--- src/rtl/core/hrhp_pkg.sv ---
// Shared types, codes and character classes of the HTTP request header parser.
package hrhp_pkg;

  // Width of the version accumulators
  localparam int unsigned VersionBits = 8;

  // Characters that the grammar checks against
  localparam logic [7:0] ChCr    = 8'h0D;
  localparam logic [7:0] ChLf    = 8'h0A;
  localparam logic [7:0] ChSpace = 8'h20;
  localparam logic [7:0] ChTab   = 8'h09;
  localparam logic [7:0] ChDel   = 8'd127;
  localparam logic [7:0] ChCtlHi = 8'd31;
  localparam logic [7:0] ChH     = 8'h48;
  localparam logic [7:0] ChT     = 8'h54;
  localparam logic [7:0] ChP     = 8'h50;
  localparam logic [7:0] ChSlash = 8'h2F;
  localparam logic [7:0] ChDot   = 8'h2E;
  localparam logic [7:0] ChColon = 8'h3A;
  localparam logic [7:0] ChZero  = 8'h30;
  localparam logic [7:0] ChNine  = 8'h39;
  localparam logic [3:0] DecBase = 4'd10;

  typedef enum logic [4:0] {
    PH_METHOD_START, PH_METHOD, PH_URI, PH_H, PH_T1, PH_T2, PH_P, PH_SLASH,
    PH_MAJOR_START, PH_MAJOR, PH_MINOR_START, PH_MINOR, PH_LF1,
    PH_LINE_START, PH_LWS, PH_NAME, PH_SPACE_VALUE, PH_VALUE, PH_LF2, PH_LF3
  } phase_e;

  typedef enum logic [1:0] {
    ST_PENDING = 2'd0,
    ST_DONE    = 2'd1,
    ST_BAD     = 2'd2
  } status_e;

  typedef enum logic [2:0] {
    RL_NONE   = 3'd0,
    RL_METHOD = 3'd1,
    RL_URI    = 3'd2,
    RL_NAME   = 3'd3,
    RL_VALUE  = 3'd4
  } role_e;

  // Parser state carried from one byte to the next
  typedef struct packed {
    phase_e                 phase;
    logic                   seen_header;
    logic [VersionBits-1:0] major_acc;
    logic [VersionBits-1:0] minor_acc;
  } hrhp_state_t;

  // Result of one byte
  typedef struct packed {
    status_e    status;
    logic [7:0] byte_out;
    role_e      byte_role;
    logic       header_begin;
    logic [7:0] version_major;
    logic [7:0] version_minor;
  } hrhp_result_t;

  function automatic logic is_ctl(input logic [7:0] b);
    return (b <= ChCtlHi) || (b == ChDel);
  endfunction

  function automatic logic is_separator(input logic [7:0] b);
    logic sep;
    case (b)
      8'h28, 8'h29, 8'h3C, 8'h3E, 8'h40, 8'h2C, 8'h3B, 8'h3A, 8'h5C, 8'h22,
      8'h2F, 8'h5B, 8'h5D, 8'h3F, 8'h3D, 8'h7B, 8'h7D, 8'h20, 8'h09: sep = 1'b1;
      default: sep = 1'b0;
    endcase
    return sep;
  endfunction

  function automatic logic is_token(input logic [7:0] b);
    return !b[7] && !is_ctl(b) && !is_separator(b);
  endfunction

  function automatic logic is_dec(input logic [7:0] b);
    return (b >= ChZero) && (b <= ChNine);
  endfunction

endpackage

--- src/rtl/core/hrhp_if.sv ---
// Request and result channel interfaces of the HTTP request header parser.
interface hrhp_in_if;
  logic       valid;
  logic       ready;
  logic [7:0] data_byte;
  logic       restart;

  modport source (output valid, output data_byte, output restart, input ready);
  modport sink   (input valid, input data_byte, input restart, output ready);
endinterface

interface hrhp_out_if;
  logic       valid;
  logic       ready;
  logic [1:0] status;
  logic [7:0] byte_out;
  logic [2:0] byte_role;
  logic       header_begin;
  logic [7:0] version_major;
  logic [7:0] version_minor;

  modport source (output valid, output status, output byte_out, output byte_role,
                  output header_begin, output version_major, output version_minor,
                  input ready);
  modport sink   (input valid, input status, input byte_out, input byte_role,
                  input header_begin, input version_major, input version_minor,
                  output ready);
endinterface

--- src/rtl/core/hrhp_step.sv ---
// Grammar step of the parser: next state and result for one byte.
module hrhp_step (
  input  hrhp_pkg::hrhp_state_t  state_i,
  input  logic [7:0]             data_byte_i,
  input  logic                   restart_i,
  output hrhp_pkg::hrhp_state_t  state_o,
  output hrhp_pkg::hrhp_result_t result_o
);
  import hrhp_pkg::*;

  localparam logic [VersionBits-1:0] VersionMax = '1;
  localparam logic [VersionBits-1:0] Clip8      = VersionBits'(8'hFF);

  // acc * 10 + digit, saturating at the accumulator's maximum
  function automatic logic [VersionBits-1:0] acc_digit(
    input logic [VersionBits-1:0] acc,
    input logic [7:0]             b
  );
    logic [VersionBits+3:0] v;
    v = ({4'd0, acc} << 3) + ({4'd0, acc} << 1) + (VersionBits+4)'(b - ChZero);
    return (v > {4'd0, VersionMax}) ? VersionMax : v[VersionBits-1:0];
  endfunction

  function automatic logic [7:0] clip_out(input logic [VersionBits-1:0] acc);
    return (acc > Clip8) ? 8'hFF : 8'(acc);
  endfunction

  hrhp_state_t cur;
  hrhp_state_t nxt;
  logic        bad;
  status_e     status;
  role_e       role;
  logic        hbegin;
  logic        is_ws;

  assign is_ws = (data_byte_i == ChSpace) || (data_byte_i == ChTab);

  // Restart first, then walk one grammar step
  always_comb begin
    cur = state_i;
    if (restart_i) begin
      cur = '0;
      cur.phase = PH_METHOD_START;
    end
    nxt    = cur;
    bad    = 1'b0;
    status = ST_PENDING;
    role   = RL_NONE;
    hbegin = 1'b0;
    case (cur.phase)
      PH_METHOD_START: begin
        if (is_token(data_byte_i)) begin
          nxt.phase = PH_METHOD;
          role = RL_METHOD;
        end else bad = 1'b1;
      end
      PH_METHOD: begin
        if (data_byte_i == ChSpace) nxt.phase = PH_URI;
        else if (is_token(data_byte_i)) role = RL_METHOD;
        else bad = 1'b1;
      end
      PH_URI: begin
        if (data_byte_i == ChSpace) nxt.phase = PH_H;
        else if (is_ctl(data_byte_i)) bad = 1'b1;
        else role = RL_URI;
      end
      PH_H: begin
        if (data_byte_i == ChH) nxt.phase = PH_T1; else bad = 1'b1;
      end
      PH_T1: begin
        if (data_byte_i == ChT) nxt.phase = PH_T2; else bad = 1'b1;
      end
      PH_T2: begin
        if (data_byte_i == ChT) nxt.phase = PH_P; else bad = 1'b1;
      end
      PH_P: begin
        if (data_byte_i == ChP) nxt.phase = PH_SLASH; else bad = 1'b1;
      end
      PH_SLASH: begin
        if (data_byte_i == ChSlash) begin
          nxt.major_acc = '0;
          nxt.minor_acc = '0;
          nxt.phase = PH_MAJOR_START;
        end else bad = 1'b1;
      end
      PH_MAJOR_START: begin
        if (is_dec(data_byte_i)) begin
          nxt.major_acc = acc_digit(cur.major_acc, data_byte_i);
          nxt.phase = PH_MAJOR;
        end else bad = 1'b1;
      end
      PH_MAJOR: begin
        if (data_byte_i == ChDot) nxt.phase = PH_MINOR_START;
        else if (is_dec(data_byte_i)) nxt.major_acc = acc_digit(cur.major_acc, data_byte_i);
        else bad = 1'b1;
      end
      PH_MINOR_START: begin
        if (is_dec(data_byte_i)) begin
          nxt.minor_acc = acc_digit(cur.minor_acc, data_byte_i);
          nxt.phase = PH_MINOR;
        end else bad = 1'b1;
      end
      PH_MINOR: begin
        if (data_byte_i == ChCr) nxt.phase = PH_LF1;
        else if (is_dec(data_byte_i)) nxt.minor_acc = acc_digit(cur.minor_acc, data_byte_i);
        else bad = 1'b1;
      end
      PH_LF1: begin
        if (data_byte_i == ChLf) nxt.phase = PH_LINE_START; else bad = 1'b1;
      end
      PH_LINE_START: begin
        if (data_byte_i == ChCr) nxt.phase = PH_LF3;
        else if (cur.seen_header && is_ws) nxt.phase = PH_LWS;
        else if (is_token(data_byte_i)) begin
          nxt.seen_header = 1'b1;
          nxt.phase = PH_NAME;
          role = RL_NAME;
          hbegin = 1'b1;
        end else bad = 1'b1;
      end
      PH_LWS: begin
        // folded continuation: skip leading whitespace, then value bytes
        if (data_byte_i == ChCr) nxt.phase = PH_LF2;
        else if (is_ws) nxt.phase = PH_LWS;
        else if (is_ctl(data_byte_i)) bad = 1'b1;
        else begin
          nxt.phase = PH_VALUE;
          role = RL_VALUE;
        end
      end
      PH_NAME: begin
        if (data_byte_i == ChColon) nxt.phase = PH_SPACE_VALUE;
        else if (is_token(data_byte_i)) role = RL_NAME;
        else bad = 1'b1;
      end
      PH_SPACE_VALUE: begin
        if (data_byte_i == ChSpace) nxt.phase = PH_VALUE; else bad = 1'b1;
      end
      PH_VALUE: begin
        if (data_byte_i == ChCr) nxt.phase = PH_LF2;
        else if (is_ctl(data_byte_i)) bad = 1'b1;
        else role = RL_VALUE;
      end
      PH_LF2: begin
        if (data_byte_i == ChLf) nxt.phase = PH_LINE_START; else bad = 1'b1;
      end
      PH_LF3: begin
        // stays here after completion; only LF keeps reporting done
        if (data_byte_i == ChLf) status = ST_DONE; else bad = 1'b1;
      end
      default: bad = 1'b1;
    endcase
    if (bad) begin
      nxt    = cur;
      status = ST_BAD;
      role   = RL_NONE;
      hbegin = 1'b0;
    end
  end

  assign state_o = nxt;

  // Result fields
  always_comb begin
    result_o.status        = status;
    result_o.byte_out      = data_byte_i;
    result_o.byte_role     = role;
    result_o.header_begin  = hbegin;
    result_o.version_major = clip_out(nxt.major_acc);
    result_o.version_minor = clip_out(nxt.minor_acc);
  end

endmodule

--- src/rtl/core/http_request_header_parser_core.sv ---
// HTTP/1.x request-line and header parser: one byte per cycle when rsp_o is not stalled, tagged output.
//
// Usage:
//   req_i carries one request byte (data_byte) and a restart flag per request.
//   A request is taken when valid and ready are both high at a rising clk_i.
//   restart returns the grammar to the method start before that byte is parsed.
//   rsp_o returns one result per request, in order: status (pending, complete,
//   malformed), the byte itself, its role, a header start flag and the major
//   and minor version numbers accumulated so far.
// Timing:
//   The result is registered: the request sits in the input register, then
//   the grammar step loads the result register. Throughput is one byte per
//   cycle while rsp_o is not stalled; the grammar step reads the state
//   written by the previous byte.
// Reset:
//   rst_ni (asynchronous, active low) empties both registers and puts the
//   parser at the method start with cleared version counters.
// Stalls:
//   When rsp_o.ready is low the result is held; one more request may sit in
//   the input register, after which req_i.ready drops. Nothing is dropped.
module http_request_header_parser_core (
  input  logic              clk_i,
  input  logic              rst_ni,
  hrhp_in_if.sink           req_i,
  hrhp_out_if.source        rsp_o
);
  import hrhp_pkg::*;

  // Input register
  logic         in_valid_q;
  logic [7:0]   in_byte_q;
  logic         in_restart_q;

  // Parser state and result register
  hrhp_state_t  state_q, state_d;
  hrhp_result_t res_q, res_d;
  logic         out_valid_q;

  logic         out_adv;
  logic         step_fire;

  // Result register can load when empty or being drained
  assign out_adv   = !out_valid_q || rsp_o.ready;
  assign step_fire = in_valid_q && out_adv;
  assign req_i.ready = !in_valid_q || out_adv;

  hrhp_step u_step (
    .state_i     (state_q),
    .data_byte_i (in_byte_q),
    .restart_i   (in_restart_q),
    .state_o     (state_d),
    .result_o    (res_d)
  );

  // Input stage
  always_ff @(posedge clk_i or negedge rst_ni) begin
    if (!rst_ni) begin
      in_valid_q <= 1'b0;
    end else if (req_i.ready) begin
      in_valid_q <= req_i.valid;
    end
  end

  always_ff @(posedge clk_i) begin
    if (req_i.ready && req_i.valid) begin
      in_byte_q    <= req_i.data_byte;
      in_restart_q <= req_i.restart;
    end
  end

  // Parser state
  always_ff @(posedge clk_i or negedge rst_ni) begin
    if (!rst_ni) begin
      state_q <= '{phase: PH_METHOD_START, seen_header: 1'b0,
                   major_acc: '0, minor_acc: '0};
    end else if (step_fire) begin
      state_q <= state_d;
    end
  end

  // Result stage
  always_ff @(posedge clk_i or negedge rst_ni) begin
    if (!rst_ni) begin
      out_valid_q <= 1'b0;
    end else if (out_adv) begin
      out_valid_q <= in_valid_q;
    end
  end

  always_ff @(posedge clk_i) begin
    if (step_fire) begin
      res_q <= res_d;
    end
  end

  assign rsp_o.valid         = out_valid_q;
  assign rsp_o.status        = res_q.status;
  assign rsp_o.byte_out      = res_q.byte_out;
  assign rsp_o.byte_role     = res_q.byte_role;
  assign rsp_o.header_begin  = res_q.header_begin;
  assign rsp_o.version_major = res_q.version_major;
  assign rsp_o.version_minor = res_q.version_minor;

endmodule

--- src/flat_wrapper.sv ---
// flat-port wrapper written by rule: the top's interface ports become plain ports
module http_request_header_parser_core_flat import hrhp_pkg::*;
  (clk_i, rst_ni, req_i_valid, req_i_data_byte, req_i_restart, req_i_ready, rsp_o_valid, rsp_o_status, rsp_o_byte_out, rsp_o_byte_role, rsp_o_header_begin, rsp_o_version_major, rsp_o_version_minor, rsp_o_ready);
  hrhp_in_if req_i_i ();
  hrhp_out_if rsp_o_i ();
  input  logic clk_i;
  input  logic rst_ni;
  input wire logic [$bits(req_i_i.valid)-1:0] req_i_valid;
  input wire logic [$bits(req_i_i.data_byte)-1:0] req_i_data_byte;
  input wire logic [$bits(req_i_i.restart)-1:0] req_i_restart;
  output wire logic [$bits(req_i_i.ready)-1:0] req_i_ready;
  output wire logic [$bits(rsp_o_i.valid)-1:0] rsp_o_valid;
  output wire logic [$bits(rsp_o_i.status)-1:0] rsp_o_status;
  output wire logic [$bits(rsp_o_i.byte_out)-1:0] rsp_o_byte_out;
  output wire logic [$bits(rsp_o_i.byte_role)-1:0] rsp_o_byte_role;
  output wire logic [$bits(rsp_o_i.header_begin)-1:0] rsp_o_header_begin;
  output wire logic [$bits(rsp_o_i.version_major)-1:0] rsp_o_version_major;
  output wire logic [$bits(rsp_o_i.version_minor)-1:0] rsp_o_version_minor;
  input wire logic [$bits(rsp_o_i.ready)-1:0] rsp_o_ready;
  assign req_i_i.valid = req_i_valid;
  assign req_i_i.data_byte = req_i_data_byte;
  assign req_i_i.restart = req_i_restart;
  assign req_i_ready = req_i_i.ready;
  assign rsp_o_valid = rsp_o_i.valid;
  assign rsp_o_status = rsp_o_i.status;
  assign rsp_o_byte_out = rsp_o_i.byte_out;
  assign rsp_o_byte_role = rsp_o_i.byte_role;
  assign rsp_o_header_begin = rsp_o_i.header_begin;
  assign rsp_o_version_major = rsp_o_i.version_major;
  assign rsp_o_version_minor = rsp_o_i.version_minor;
  assign rsp_o_i.ready = rsp_o_ready;
  http_request_header_parser_core u_core (.clk_i(clk_i), .rst_ni(rst_ni), .req_i(req_i_i), .rsp_o(rsp_o_i));
endmodule
--- config.mk ---
export PLATFORM = sky130hd
export DESIGN_NAME = http_request_header_parser_core_flat
export DESIGN_NICKNAME = d
export VERILOG_FILES = /design/src/rtl/core/hrhp_pkg.sv /design/src/rtl/core/hrhp_if.sv /design/src/rtl/core/hrhp_step.sv /design/src/rtl/core/http_request_header_parser_core.sv /design/src/flat_wrapper.sv
export SDC_FILE = /design/constraint.sdc
export NUM_CORES = 1
export LEC_CHECK = 0
export BUFFER_PORTS_ARGS = -buffer_cell sky130_fd_sc_hd__buf_2
export CAP_MARGIN = 30
export CORE_MARGIN = 3
export CORE_UTILIZATION = 50
export CTS_BUF_LIST = sky130_fd_sc_hd__clkbuf_2 sky130_fd_sc_hd__clkbuf_4 sky130_fd_sc_hd__clkbuf_8
export CTS_CLUSTER_SIZE = 8
export DETAILED_ROUTE_END_ITERATION = 8
export GPL_ROUTABILITY_DRIVEN = 0
export GPL_TIMING_DRIVEN = 0
export PLACE_DENSITY = 0.71
export SYNTH_ARGS = -nofsm -noshare
export SYNTH_HDL_FRONTEND = slang
export SYNTH_SLANG_ARGS = --single-unit
--- constraint.sdc ---
create_clock -name clk_i -period 11 [get_ports clk_i]
set_clock_uncertainty 0.1 [all_clocks]
set_input_delay 1.65 -clock clk_i [delete_from_list [all_inputs] [get_ports clk_i]]
set_output_delay 1.65 -clock clk_i [all_outputs]
set_load 0.02 [all_outputs]
==> results of run 1 <==
==> registers in the layout, summed over array words and instances, names as in the netlist <==
signal / count
u_core.rsp_o.header_begin: 1
u_core.rsp_o.byte_out: 8
u_core.in_byte_q: 8
u_core.in_valid_q: 1
u_core.state_q: 22
u_core.rsp_o.version_minor: 8
u_core.rsp_o.valid: 1
u_core.in_restart_q: 1
u_core.rsp_o.status: 2
u_core.rsp_o.version_major: 8
u_core.rsp_o.byte_role: 3
==> worst max-delay path: stages, from the launching register on <==
cell and delay (ns):
sky130_fd_sc_hd__edfxtp_1 0.37, sky130_fd_sc_hd__clkbuf_1 0.39, sky130_fd_sc_hd__clkbuf_1 0.60, sky130_fd_sc_hd__inv_1 0.30, sky130_fd_sc_hd__clkbuf_1 0.44, sky130_fd_sc_hd__nand2_1 0.22
sky130_fd_sc_hd__inv_1 0.10, sky130_fd_sc_hd__fa_1 0.57, sky130_fd_sc_hd__inv_1 0.07, sky130_fd_sc_hd__fa_1 0.46, sky130_fd_sc_hd__nand2b_1 0.20, sky130_fd_sc_hd__a21oi_1 0.29
sky130_fd_sc_hd__mux2i_1 0.34, sky130_fd_sc_hd__nand3_1 0.16, sky130_fd_sc_hd__or2_2 0.39, sky130_fd_sc_hd__o311ai_0 0.43, sky130_fd_sc_hd__o21ai_0 0.22
==> through the flow <==
stage	std cells	area, µm²	util [%]	setup slack (ns)
after detailed placement	804	5889	56.29	5.219
after CTS	820	6082	58.13	5.202
after floorplan	622	5474	-	6.602
final	820	6082	58.13	5.046
after global placement	802	5864	56.05	5.327
after global routing	820	6082	58.13	4.810
==> synth_stat cells (5+ instances only) <==
cell	count
sky130_fd_sc_hd__nand3_1	19
sky130_fd_sc_hd__edfxtp_1	39
sky130_fd_sc_hd__nand4_1	8
sky130_fd_sc_hd__nor3_1	24
sky130_fd_sc_hd__xor2_1	5
sky130_fd_sc_hd__a2111oi_0	7
sky130_fd_sc_hd__buf_2	5
sky130_fd_sc_hd__ha_1	30
sky130_fd_sc_hd__or2_2	6
sky130_fd_sc_hd__nand2_1	46
sky130_fd_sc_hd__o21a_1	5
sky130_fd_sc_hd__nor4b_1	6
sky130_fd_sc_hd__o31ai_1	9
sky130_fd_sc_hd__inv_1	46
sky130_fd_sc_hd__a31oi_1	7
sky130_fd_sc_hd__a211oi_1	14
sky130_fd_sc_hd__and3_1	6
sky130_fd_sc_hd__or4_1	5
sky130_fd_sc_hd__o2bb2ai_1	10
sky130_fd_sc_hd__nand2b_1	17
sky130_fd_sc_hd__nor2_1	47
sky130_fd_sc_hd__a21oi_1	28
sky130_fd_sc_hd__o22ai_1	8
sky130_fd_sc_hd__o211ai_1	10
sky130_fd_sc_hd__nor2b_1	9
sky130_fd_sc_hd__o21ai_0	42
sky130_fd_sc_hd__xnor2_1	5
sky130_fd_sc_hd__fa_1	14
sky130_fd_sc_hd__clkbuf_1	23
sky130_fd_sc_hd__dfrtp_1	24
sky130_fd_sc_hd__nor4_1	11
sky130_fd_sc_hd__a21o_1	7
==> area by class of cell <==
cell class | instances | area [µm²]
multi-input combinational | 480 | 3388
tap | 136 | 170.2
buffer | 33 | 142.6
inverter | 46 | 172.7
fill | 963 | 4380
timing repair buffer | 46 | 244.0
sequential | 63 | 1772
clock buffer | 12 | 146.4
clock inverter | 4 | 46.29
==> layer usage <==
layer / up-vias / wire length [µm] / track usage (%)
met5: - / 0 / 0
met4: 0 / 531 / 11.25
met3: 69 / 1654 / 7.616
met2: 327 / 7067 / 39.28
met1: 2507 / 6716 / 36.14
li1: 2480 / - / -
==> cells by family after synthesis <==
logic type,Yosys count
flops,63
fa+ha+maj,44
buf+inv,79
compound gates,184
mux,5
xor+xnor,10
simple gates,237
==> worst max path at each step <==
stage                                  startpoint                                 endpoint  slack, ns  depth (start not counted)
detailed placement  u_core.in_restart_q$_DFFE_PP_  u_core.rsp_o.version_minor[0]$_DFFE_PP_       5.22                         16
CTS                 u_core.in_restart_q$_DFFE_PP_  u_core.rsp_o.version_minor[0]$_DFFE_PP_       5.20                         16
finish              u_core.in_restart_q$_DFFE_PP_  u_core.rsp_o.version_minor[0]$_DFFE_PP_       5.05                         16
global route        u_core.in_restart_q$_DFFE_PP_  u_core.rsp_o.version_minor[0]$_DFFE_PP_       4.81                         16
global placement    u_core.in_restart_q$_DFFE_PP_  u_core.rsp_o.version_minor[0]$_DFFE_PP_       5.33                         16
floorplan           u_core.in_restart_q$_DFFE_PP_  u_core.rsp_o.version_minor[0]$_DFFE_PP_       6.60                         16
==> where the power goes <==
part	switching (W)	internal, W
registers	0.00000876	0.000268
clock network	0.0000935	0.000111
logic	0.000107	0.0000529
==> out/results.txt, run 1 <==
The flow ran to the end, and the final reports show no timing, DRC or antenna violations. The die boundary width works out to 110.6 µm. By area, the combinational part of the netlist is dominated by simple AND/OR/NAND/NOR gates. IR analysis of the VDD net gives a maximum drop of 70.43 µV. At the pin with the least slew margin, the transition time is 1.110 ns. The number of max-slew violations in the final report came out at 0. For this design the static power due to leakage is 2.515 nW. Summed over all layers, the routed wires come to 15.97 mm. The net count of the mapped netlist came out at 679. Setup repair after global routing left no endpoint under its margin. Relative to the synthesized area, the layout overhead comes to 11.11%. Leaving out fill and tap cells, the most frequent cells in the layout are sky130_fd_sc_hd__buf_2 (49), sky130_fd_sc_hd__nor2_1 (47), sky130_fd_sc_hd__inv_1 (46), sky130_fd_sc_hd__nand2_1 (46), sky130_fd_sc_hd__o21ai_0 (42). Yosys printed 0 warnings. For the maximum buffer depth of the clock tree, the log shows 2. The worst endpoint required time was 10.99 ns; the area share of fa/ha/maj cells after synthesis was 11.98%. The depth of the worst register-to-register path was 16. Class of the most critical hold timing path: reg -> reg.

The synthesized netlist devotes 24.25% of its cell area to simple gates. The run gives 3 as the count of H-tree levels built during CTS. The run gives 45 as the total I/O pin count. The compound-gate portion of the synthesized area came out at 23.13%. After legalization and detailed placement, the total HPWL measured 12.05 mm. In this run the remaining antenna-violating nets after routing total 0. The synthesized design contains 39 enable-type register cells. Multiplexer cells account for 0.9371% of the synthesized area. Number of hold-slack violations in the final timing report: 0.

For the post-synthesis sequential area ratio, the log shows 32.37%. In this run the tool buffered the top-level ports with 44 buffer cells. The type of destination of the critical path is a register. The tools report the number of post-CTS setup repair buffers as 0.

Async set-reset flop share out of synthesis: 38.10%. The startpoint identified for the worst register-to-register timing path is u_core.in_restart_q$_DFFE_PP_. For the overall power of the completed layout, the log shows 0.0006411 W. The kind of critical path was reg -> reg. Gates resized during post-CTS repair numbered 0.

For this run, the detailed router's first-pass iteration total came to 7. Start point of the worst min-delay path: u_core.in_byte_q[6]$_DFFE_PP_. Across all layers, the routed design uses 5383 vias. In this run the critical register-to-register path is captured at u_core.rsp_o.version_minor[0]$_DFFE_PP_. The repair_antennas step left the layout with diodes totalling 0. In this run the worst path has a maximum fanout of 10.

Prevailing post-synth register cell: sky130_fd_sc_hd__edfxtp_1. Global routing used 26.47% of the available tracks. The area of the core region is 10460 µm², and the number of instances in the synthesized netlist is 622.

The hold path endpoint is u_core.rsp_o.byte_out[6]$_DFFE_PP_. Summing the areas of all xor and xnor instances in the mapped netlist gives 1.600% of the synthesized area. The run gives 0 as the count of final setup violators.

For this run the aggregate overflow at the end of global routing stands at 0. The netlist uses 76 different library cells. Entering global routing, the biggest net connects 33 pins. Clock-pin slew was measured on the worst setup and hold paths at 0.07 ns.

Latest clock arrival within the worst-skew pair: 0.38 ns. The die area is 12240 µm². TritonCTS built the clock tree. For the setup TNS, the log shows 0 ns. Clock tree synthesis selected as its root buffer the cell sky130_fd_sc_hd__clkbuf_8. The tightest hold path in the finished design has a slack of 0.3497 ns. The clock net in this run drives a total of 63 sinks. Power spread over the standard cell area amounts to 105.4 nW/µm². The number of hold buffers added after CTS was 0. After detailed routing, the number of vias per cell comes to 6.565. In this run the tightest slew margin relative to its limit is 24.94%.

For this run, design rule violations remaining after detail routing come to 0. The maximum achievable frequency came out at 167.9 MHz. The largest area contributor in the synthesized netlist was sky130_fd_sc_hd__edfxtp_1.

For the arrival time of the worst setup path, the log shows 5.94 ns. STA classifies the critical path startpoint as a register. The share of post-route cells with drive strength above 1 is 12.43%, and the time the final worst path needs with I/O delays and setup is 5.954 ns. For the layout net count, the log shows 736. The first global-routing pass estimated 26.27 mm of wire. The via count of the first global-routing pass is 5085. Ranked by total cell area, the synthesized netlist is headed by sky130_fd_sc_hd__edfxtp_1 (21%), sky130_fd_sc_hd__dfrtp_1 (11%), sky130_fd_sc_hd__ha_1 (6.9%).

Once the floorplan was initialized, standard cells occupied 52.32% of the core. The final clock period utilization by the worst path was 54.13%. The number of clock buffers added by TritonCTS is 9. Summing every instance area after synthesis gives 5474 µm². The tools report the number of placement rows as 37. Max-cap violations in this run came to 0. The library cell used most frequently in the layout, excluding fill and tap cells, is sky130_fd_sc_hd__buf_2. For the number of antenna violations at the first check in global routing, the log shows 0. After synthesis the netlist holds a flip-flop and latch count of 63.

Per-instance average area after synthesis: 8.801 µm². The first routing iteration left 648 violations. The area share of the leading cell type in the synthesized netlist works out to 21.39%. The worst hold path passes through 0 cells.

The routed length per instance was 19.47 µm; the vertical die dimension was 110.6 µm. In this run the register-to-register setup slack is 5.05 ns.
Note: power is estimated with default switching activity, not from simulation.
==> run 2: changes to the inputs <==
Clock period 11 ns to 5.98 ns, I/O delays scaled along.
==> out/results.txt, run 2 (same netlist as run 1, synthesis figures left out) <==
The count of placed standard cells including taps was 804 (unchanged); the number of max-slew violations in the final report was 0 (unchanged). The time the final worst path needs with I/O delays and setup came out at 5.682 ns (was 5.954 ns). Latest clock arrival within the worst-skew pair: 0.38 ns (about the same). The slew at the pin with the worst max-slew slack came out at 1.114 ns (was 1.110 ns). The tools report the number of post-CTS setup repair buffers as 0 (unchanged).

The via count of the first global-routing pass is 5085 (unchanged), and the maximum buffer depth of the clock tree is 2 (unchanged). The DRC violation total after the first TritonRoute iteration is 592 (was 648), and the smallest setup slack after layout is 0.2982 ns (was 5.046 ns). The number of maximum-capacitance violations was 0 (unchanged); the number of antenna violations at the first check in global routing was 0 (unchanged).

The arrival time of the worst setup path is 5.67 ns (was 5.94 ns). Critical-path cell list: clkbuf_1 -> clkbuf_2 -> inv_1 -> clkbuf_1 -> nand2_1 -> fa_1 -> inv_1 -> ha_1 -> or2_2 -> o311a_1 -> a2111o_1 -> a21oi_1 -> nand3_1 -> o311ai_0 -> nand3_1 (was clkbuf_1 -> clkbuf_1 -> inv_1 -> clkbuf_1 -> nand2_1 -> inv_1 -> fa_1 -> inv_1 -> fa_1 -> nand2b_1 -> a21oi_1 -> mux2i_1 -> nand3_1 -> or2_2 -> o311ai_0 -> o21ai_0). The synthesis-to-finish area growth is 11.13% (was 11.11%), and the global-route total usage across every layer is 26.47% (unchanged). Routed via count divided by cell count: 6.517 (was 6.565). The final antenna-violating net count was 0 (unchanged). The power density over the cells is 194.1 nW/µm² (was 105.4 nW/µm²), and the number of placement rows is 37 (unchanged). Total I/O pin count: 45 (unchanged). Critical path's slowest cell: sky130_fd_sc_hd__clkbuf_1 (unchanged). The kind of critical path is reg -> reg (unchanged). The tools report the maximum number of pins on one net before global-route repair as 33 (unchanged). The number of flip-flops in the largest register is 22 (unchanged), and the starting utilization of the core area is 52.32% (unchanged). Most frequent cells in the layout: sky130_fd_sc_hd__buf_2 (49), sky130_fd_sc_hd__nor2_1 (47), sky130_fd_sc_hd__inv_1 (46), sky130_fd_sc_hd__nand2_1 (46), sky130_fd_sc_hd__o21ai_0 (42) (unchanged).

The tools report the global-route wire length before repair as 26.27 mm (unchanged). The total area of multi-input combinational cells was 3388 µm² (unchanged). Setup repair after global routing left no endpoint under its margin. The tools report the total clock sinks as 63 (unchanged). Number of vias in the routed layout: 5344 (was 5383).

The routed length per instance works out to 19.50 µm (was 19.47 µm). The maximum fanout encountered on the critical timing path came out at 10 (unchanged). The tools report the leakage power as 2.518 nW (was 2.515 nW).

The count of final setup violators came out at 0 (unchanged). The clock-pin slew reported for the worst setup and hold paths after clock tree synthesis is 0.06 ns (was 0.07 ns). The total DRC errors in the routed layout was 0 (unchanged); the area of the core region was 10460 µm² (unchanged). The tools report the clock root buffer as sky130_fd_sc_hd__clkbuf_8 (unchanged). The logs give 0 ns (unchanged) for the setup TNS and 6 (was 7) for the number of optimization iterations in the first detailed-route pass. Kind of start point of the critical path: a register (unchanged).

The tools report the total inserted antenna cells as 0 (unchanged). The routed wire length was 15.99 mm (was 15.97 mm). The register containing the most flip-flops in the final layout is u_core.state_q (unchanged). Count of H-tree levels built during CTS: 3 (unchanged). The run gives 9 (unchanged) as the CTS buffer count. The vertical die dimension was 110.6 µm (unchanged).

TritonCTS built the clock tree. The storage element area was 1772 µm² (unchanged); the largest incremental delay on the critical path was 0.65 ns (was 0.60 ns). The worst endpoint required time is 5.97 ns (was 10.99 ns), and the worst slew margin relative to its limit is 24.67% (was 24.94%).

The die area came out at 12240 µm² (unchanged). Class of the most critical hold timing path: reg -> reg (unchanged). The share of post-route cells with drive strength above 1 works out to 12.57% (was 12.43%). The type of destination of the critical path is a register (unchanged). Number of filler instances in the final layout: 964 (was 963). The worst supply voltage drop on vdd is 129.5 µV (was 70.43 µV). The maximum achievable frequency is 176.0 MHz (was 167.9 MHz). The most common cell after layout, fill and taps aside was sky130_fd_sc_hd__buf_2 (unchanged). The worst slack at placement was 0.1994 ns (was 5.219 ns); the final clock period utilization by the worst path was 95.01% (was 54.13%). The flow ran to the end, and the final reports show no timing, DRC or antenna violations.

The cell family contributing the most delay on the critical path was buffers and inverters (unchanged). The overflow left after global routing is 0 (unchanged), and the layout net count is 736 (unchanged). The tools report the half-perimeter wire length after detailed placement as 12.05 mm (unchanged).

The final non-filler cell total is 820 (unchanged), and the number of hold-slack violations in the final timing report is 0 (unchanged). The utilization of the core after routing came out at 58.14% (was 58.13%). The number of buffers inserted by port buffering is 44 (unchanged), and the die boundary width is 110.6 µm (unchanged). The number of buffer and inverter instances along the worst setup path works out to 5 (was 6).
[run 2: cell type report]
cell class                      instances  share of cell area (%)
Clock buffer                           12                   2.406
Buffer                                 33                   2.365
Timing Repair Buffer                   46                   4.011
Sequential cell                        63                   29.12
Clock inverter                          4                  0.7610
Tap cell                              136                   2.797
Multi-Input combinational cell        480                   55.70
Inverter                               46                   2.838
[run 2: worst reg2reg max path: cells and delay by family, from the launching register on]
kind | cells | cell delay [ns]
flops | 1 | 0.41
simple gates | 4 | 1.11
compound gates | 4 | 1.30
fa+ha+maj | 2 | 0.95
buf+inv | 5 | 1.54
[run 2: report_power, final]
group / leakage (nW) / internal [W] / switching, W
clock network: 0.0983 / 0.000204 / 0.000174
logic: 1.71 / 0.0000976 / 0.000196
registers: 0.706 / 0.000494 / 0.0000160
[run 2: path summary, 6_finish.rpt]
check	slack, ns	startpoint	end	depth (start not counted)
worst min register to register	0.35	u_core.in_byte_q[6]$_DFFE_PP_	u_core.rsp_o.byte_out[6]$_DFFE_PP_	0
worst max-delay path	0.30	u_core.in_restart_q$_DFFE_PP_	u_core.rsp_o.version_major[6]$_DFFE_PP_	15
min in group asynchronous	0.43	rst_ni	u_core.state_q[10]$_DFFE_PN0P_	1
worst min-delay path	0.35	u_core.in_byte_q[6]$_DFFE_PP_	u_core.rsp_o.byte_out[6]$_DFFE_PP_	0
max in group asynchronous	4.93	rst_ni	u_core.in_valid_q$_DFFE_PN0N_	1
worst max register to register	0.30	u_core.in_restart_q$_DFFE_PP_	u_core.rsp_o.version_major[6]$_DFFE_PP_	15
[run 2: per-layer routing]
metal | GRT usage [%] | share of wire (%)
met5 | 0 | 0
met4 | 11.25 | 3.0
met3 | 7.616 | 11
met2 | 39.28 | 45
met1 | 36.14 | 41
[run 2: repair_timing]
item	in CTS	in global routing
resized for setup	0	2
hold buffers	0	0
setup endpoints to repair	0	2
[run 2: metrics by stage]
step	area, µm²	power, W	hold slack, ns
2_1_floorplan	5474	0.0007199	0.3277
3_3_place_gp	5864	0.0007977	0.3363
3_5_place_dp	5889	0.0008060	0.3357
4_1_cts	6082	0.001181	0.3517
5_1_grt	6083	0.001243	0.3676
6_report	6083	0.001181	0.3497
==> run 3: changes to the inputs <==
Settings changed: BUFFER_PORTS_ARGS -buffer_cell sky130_fd_sc_hd__buf_2 to -buffer_cell sky130_fd_sc_hd__buf_4, CAP_MARGIN 30 to 0, SETUP_SLACK_MARGIN set to 0.15.
==> out/results.txt, run 3 (same netlist as run 1, synthesis figures left out) <==
Area of the core region: 10460 µm² (unchanged). Total clock sinks: 63 (unchanged). The number of vias in the routed layout is 5344 (unchanged), and the part of the total power dissipated in combinational logic is 25.4% (was 24.8%). The logs give 604 (was 592) for the DRC violation total after the first TritonRoute iteration and 42.3% (was 43.2%) for the sequential fraction of design power.

Setup repair after global routing left no endpoint under its margin. The flow ran to the end, and the final reports show no timing, DRC or antenna violations. The tools report the via count of the first global-routing pass as 5076 (was 5085).

Critical-path cell list: clkbuf_1 -> clkbuf_2 -> inv_1 -> clkbuf_2 -> nand2_1 -> inv_1 -> fa_1 -> inv_1 -> fa_1 -> nand2b_1 -> a21oi_1 -> mux2i_1 -> nand3_1 -> or2_2 -> o32ai_1 -> o21ai_0 (was clkbuf_1 -> clkbuf_2 -> inv_1 -> clkbuf_1 -> nand2_1 -> fa_1 -> inv_1 -> ha_1 -> or2_2 -> o311a_1 -> a2111o_1 -> a21oi_1 -> nand3_1 -> o311ai_0 -> nand3_1). The run gives 36.54% (was 36.14%) as the met1 layer usage reported by global route. Setup slack on the worst flop-to-flop path: 0.53 ns (was 0.30 ns).

The number of maximum-capacitance violations is 0 (unchanged), and the routed length per instance is 19.71 µm (was 19.50 µm). The power density over the cells is 194.3 nW/µm² (was 194.1 nW/µm²), and the share of post-route cells with drive strength above 1 is 12.88% (was 12.57%). The die area was 12240 µm² (unchanged). TritonCTS built the clock tree.

Layer with the highest usage after global routing: met2 (unchanged). Starting utilization of the core area: 52.32% (unchanged). For the net switching power, the log shows 0.0003967 W (was 0.0003853 W).

Most common cell after layout, fill and taps aside: sky130_fd_sc_hd__nor2_1 (was sky130_fd_sc_hd__buf_2). Clock-pin slew reported for the worst setup and hold paths after clock tree synthesis: 0.08 ns (was 0.06 ns). The design internal power was 0.0008084 W (was 0.0007954 W); the latest clock arrival within the worst-skew pair was 0.37 ns (was 0.38 ns). The kind of critical path was reg -> reg (unchanged). The routing usage on met2 is 38.63% (was 39.28%), and the maximum fanout encountered on the critical timing path is 10 (unchanged). The number of buffer and inverter instances along the worst setup path is 6 (was 5). The maximum number of pins on one net before global-route repair is 32 (was 33), and the vertical die dimension is 110.6 µm (unchanged). The die boundary width was 110.6 µm (unchanged). The half-perimeter wire length after detailed placement came out at 12.18 mm (was 12.05 mm). The largest incremental delay on the critical path was 0.56 ns (was 0.65 ns).

The tools report the clock root buffer as sky130_fd_sc_hd__clkbuf_8 (unchanged). The total DRC errors in the routed layout was 0 (unchanged). The number of buffers inserted by port buffering is 44 (unchanged), and the arrival time of the worst setup path is 5.42 ns (was 5.67 ns). The post-detailed-placement cell area was 5996 µm² (was 5889 µm²). The tools report the total I/O pin count as 45 (unchanged). The cell family contributing the most delay on the critical path is buffers and inverters (unchanged). The share of total power in the clock network is 32.3% (was 32.0%). The hold-fix buffer count after cts was 0 (unchanged). The type of destination of the critical path is a register (unchanged).

The routed via count divided by cell count works out to 6.525 (was 6.517). The synthesis-to-finish area growth works out to 13.30% (was 11.13%). The CTS buffer count came out at 9 (unchanged).

The class of the most critical hold timing path was in -> async (was reg -> reg). The number of flip-flops in the largest register is 22 (unchanged). The kind of start point of the critical path is a register (unchanged). The logs give 939 (was 964) for the number of filler instances in the final layout and 6202 µm² (was 6083 µm²) for the post-route cell area. The number of max-slew violations in the final report is 0 (unchanged), and the global-route wire length before repair is 26.36 mm (was 26.27 mm).

The final clock period utilization by the worst path was 91.09% (was 95.01%). The run gives 5.95 ns (was 5.97 ns) as the worst endpoint required time. The slew at the pin with the worst max-slew slack was 1.176 ns (was 1.114 ns); the count of final setup violators was 0 (unchanged). The time the final worst path needs with I/O delays and setup came out at 5.447 ns (was 5.682 ns). The number of antenna violations at the first check in global routing is 0 (unchanged), and the layout net count is 735 (was 736). The worst supply voltage drop on vdd came out at 199.3 µV (was 129.5 µV). The number of optimization iterations in the first detailed-route pass came out at 5 (was 6). The routed wire length came out at 16.14 mm (was 15.99 mm).

The switching part of the total came out at 32.92% (was 32.63%). The run gives 0 (unchanged) as the overflow left after global routing. The critical path's slowest cell was sky130_fd_sc_hd__fa_1 (was sky130_fd_sc_hd__clkbuf_1). The run gives 2.550 nW (was 2.518 nW) as the leakage power. The run gives 0 (unchanged) as the total inserted antenna cells.

Global-route total usage across every layer: 26.46% (was 26.47%). The run gives 37 (unchanged) as the number of placement rows. Register containing the most flip-flops in the final layout: u_core.state_q (unchanged).

The tools report the worst reg2reg path startpoint as u_core.in_restart_q$_DFFE_PP_ (unchanged). The logs give 0 (unchanged) for the final antenna-violating net count and 8.712% (was 7.616%) for the met3 track demand over resource in global routing. The maximum buffer depth of the clock tree is 2 (unchanged), and the number of hold-slack violations in the final timing report is 0 (unchanged).

Most frequent cells in the layout: sky130_fd_sc_hd__nor2_1 (47), sky130_fd_sc_hd__inv_1 (46), sky130_fd_sc_hd__nand2_1 (46), sky130_fd_sc_hd__buf_4 (45), sky130_fd_sc_hd__o21ai_0 (42) (was sky130_fd_sc_hd__buf_2 (49), sky130_fd_sc_hd__nor2_1 (47), sky130_fd_sc_hd__inv_1 (46), sky130_fd_sc_hd__nand2_1 (46), sky130_fd_sc_hd__o21ai_0 (42)). The origin of the worst setup path is u_core.in_restart_q$_DFFE_PP_ (unchanged). The logs give 0 ns (unchanged) for the setup TNS and 183.6 MHz (was 176.0 MHz) for the maximum achievable frequency. The run gives 3 (unchanged) as the count of H-tree levels built during CTS.

The most frequent cell on the critical path is sky130_fd_sc_hd__inv_1. The tools report the worst slew margin relative to its limit as 20.51% (was 24.67%).
==> run 3: cell count changes in the layout (fill, tap and decap cells not counted), moves of 2 or more <==
cell / delta
sky130_fd_sc_hd__clkinvlp_4: +2
sky130_fd_sc_hd__buf_4: +44
sky130_fd_sc_hd__buf_2: -44
sky130_fd_sc_hd__clkbuf_4: -2
==> run 3: worst paths after layout <==
path,depth (start not counted),to
max in group asynchronous,1,u_core.state_q[4]$_DFFE_PN0P_
worst max register to register,16,u_core.rsp_o.version_minor[3]$_DFFE_PP_
worst min register to register,0,u_core.rsp_o.byte_out[6]$_DFFE_PP_
worst max-delay path,16,u_core.rsp_o.version_minor[3]$_DFFE_PP_
min in group clk_i,0,u_core.rsp_o.byte_out[6]$_DFFE_PP_
worst min-delay path,1,u_core.state_q[8]$_DFFE_PN0P_
==> run 3: routing by layer <==
metal  wire (µm)  up-vias
met3        1744       57
met1        6794     2505
li1            -     2470
met5           0        -
met4         540        0
met2        7063      312
==> run 3: cell type report <==
type	count	area (µm²)	share of cell area, %
plain buffers	33	145.1	2.340
repair buffers	45	350.3	5.649
flip-flops and latches	63	1772	28.57
inverters	46	172.7	2.784
clock buffers	11	145.1	2.340
clock inverters	5	57.56	0.9280
well taps	136	170.2	2.744
multi-input cells	480	3390	54.65
==> run 3: worst reg2reg max path, cell delays in order, from the launching register on <==
cell and delay [ns]:
sky130_fd_sc_hd__edfxtp_1 0.39, sky130_fd_sc_hd__clkbuf_1 0.37, sky130_fd_sc_hd__clkbuf_2 0.39, sky130_fd_sc_hd__inv_1 0.20
sky130_fd_sc_hd__clkbuf_2 0.33, sky130_fd_sc_hd__nand2_1 0.18, sky130_fd_sc_hd__inv_1 0.09, sky130_fd_sc_hd__fa_1 0.56
sky130_fd_sc_hd__inv_1 0.06, sky130_fd_sc_hd__fa_1 0.46, sky130_fd_sc_hd__nand2b_1 0.19, sky130_fd_sc_hd__a21oi_1 0.27
sky130_fd_sc_hd__mux2i_1 0.35, sky130_fd_sc_hd__nand3_1 0.19, sky130_fd_sc_hd__or2_2 0.40, sky130_fd_sc_hd__o32ai_1 0.36
sky130_fd_sc_hd__o21ai_0 0.24
==> run 3: stage by stage <==
stage               power [W]  std cells  hold slack [ns]  worst slack [ns]  utilization, %
finish               0.001205        819           0.3334            0.5328           59.28
global route         0.001266        819           0.3451            0.2660           59.28
CTS                  0.001204        819           0.3373            0.3098           59.24
detailed placement  0.0008169        803           0.3337            0.3265           57.31
global placement    0.0008090        802           0.3401            0.3111           57.10
floorplan           0.0007199        622           0.3277             1.582               -
==> run 3: power by group through the flow <==
stage          Clock, W  Combinational (W)  Sequential, W
2_1_floorplan         0           0.000186       0.000534
3_3_place_gp          0           0.000289       0.000520
3_5_place_dp          0           0.000298       0.000519
4_1_cts        0.000394           0.000300       0.000510
5_1_grt        0.000417           0.000336       0.000513
6_report       0.000389           0.000306       0.000510
==> run 3: repair_timing <==
| item | 4_1_cts | 5_1_grt |
|---|---|---|
| endpoints found under the setup margin | 0 | 6 |
| gates resized for setup | 0 | 4 |
| setup buffers | 0 | 0 |
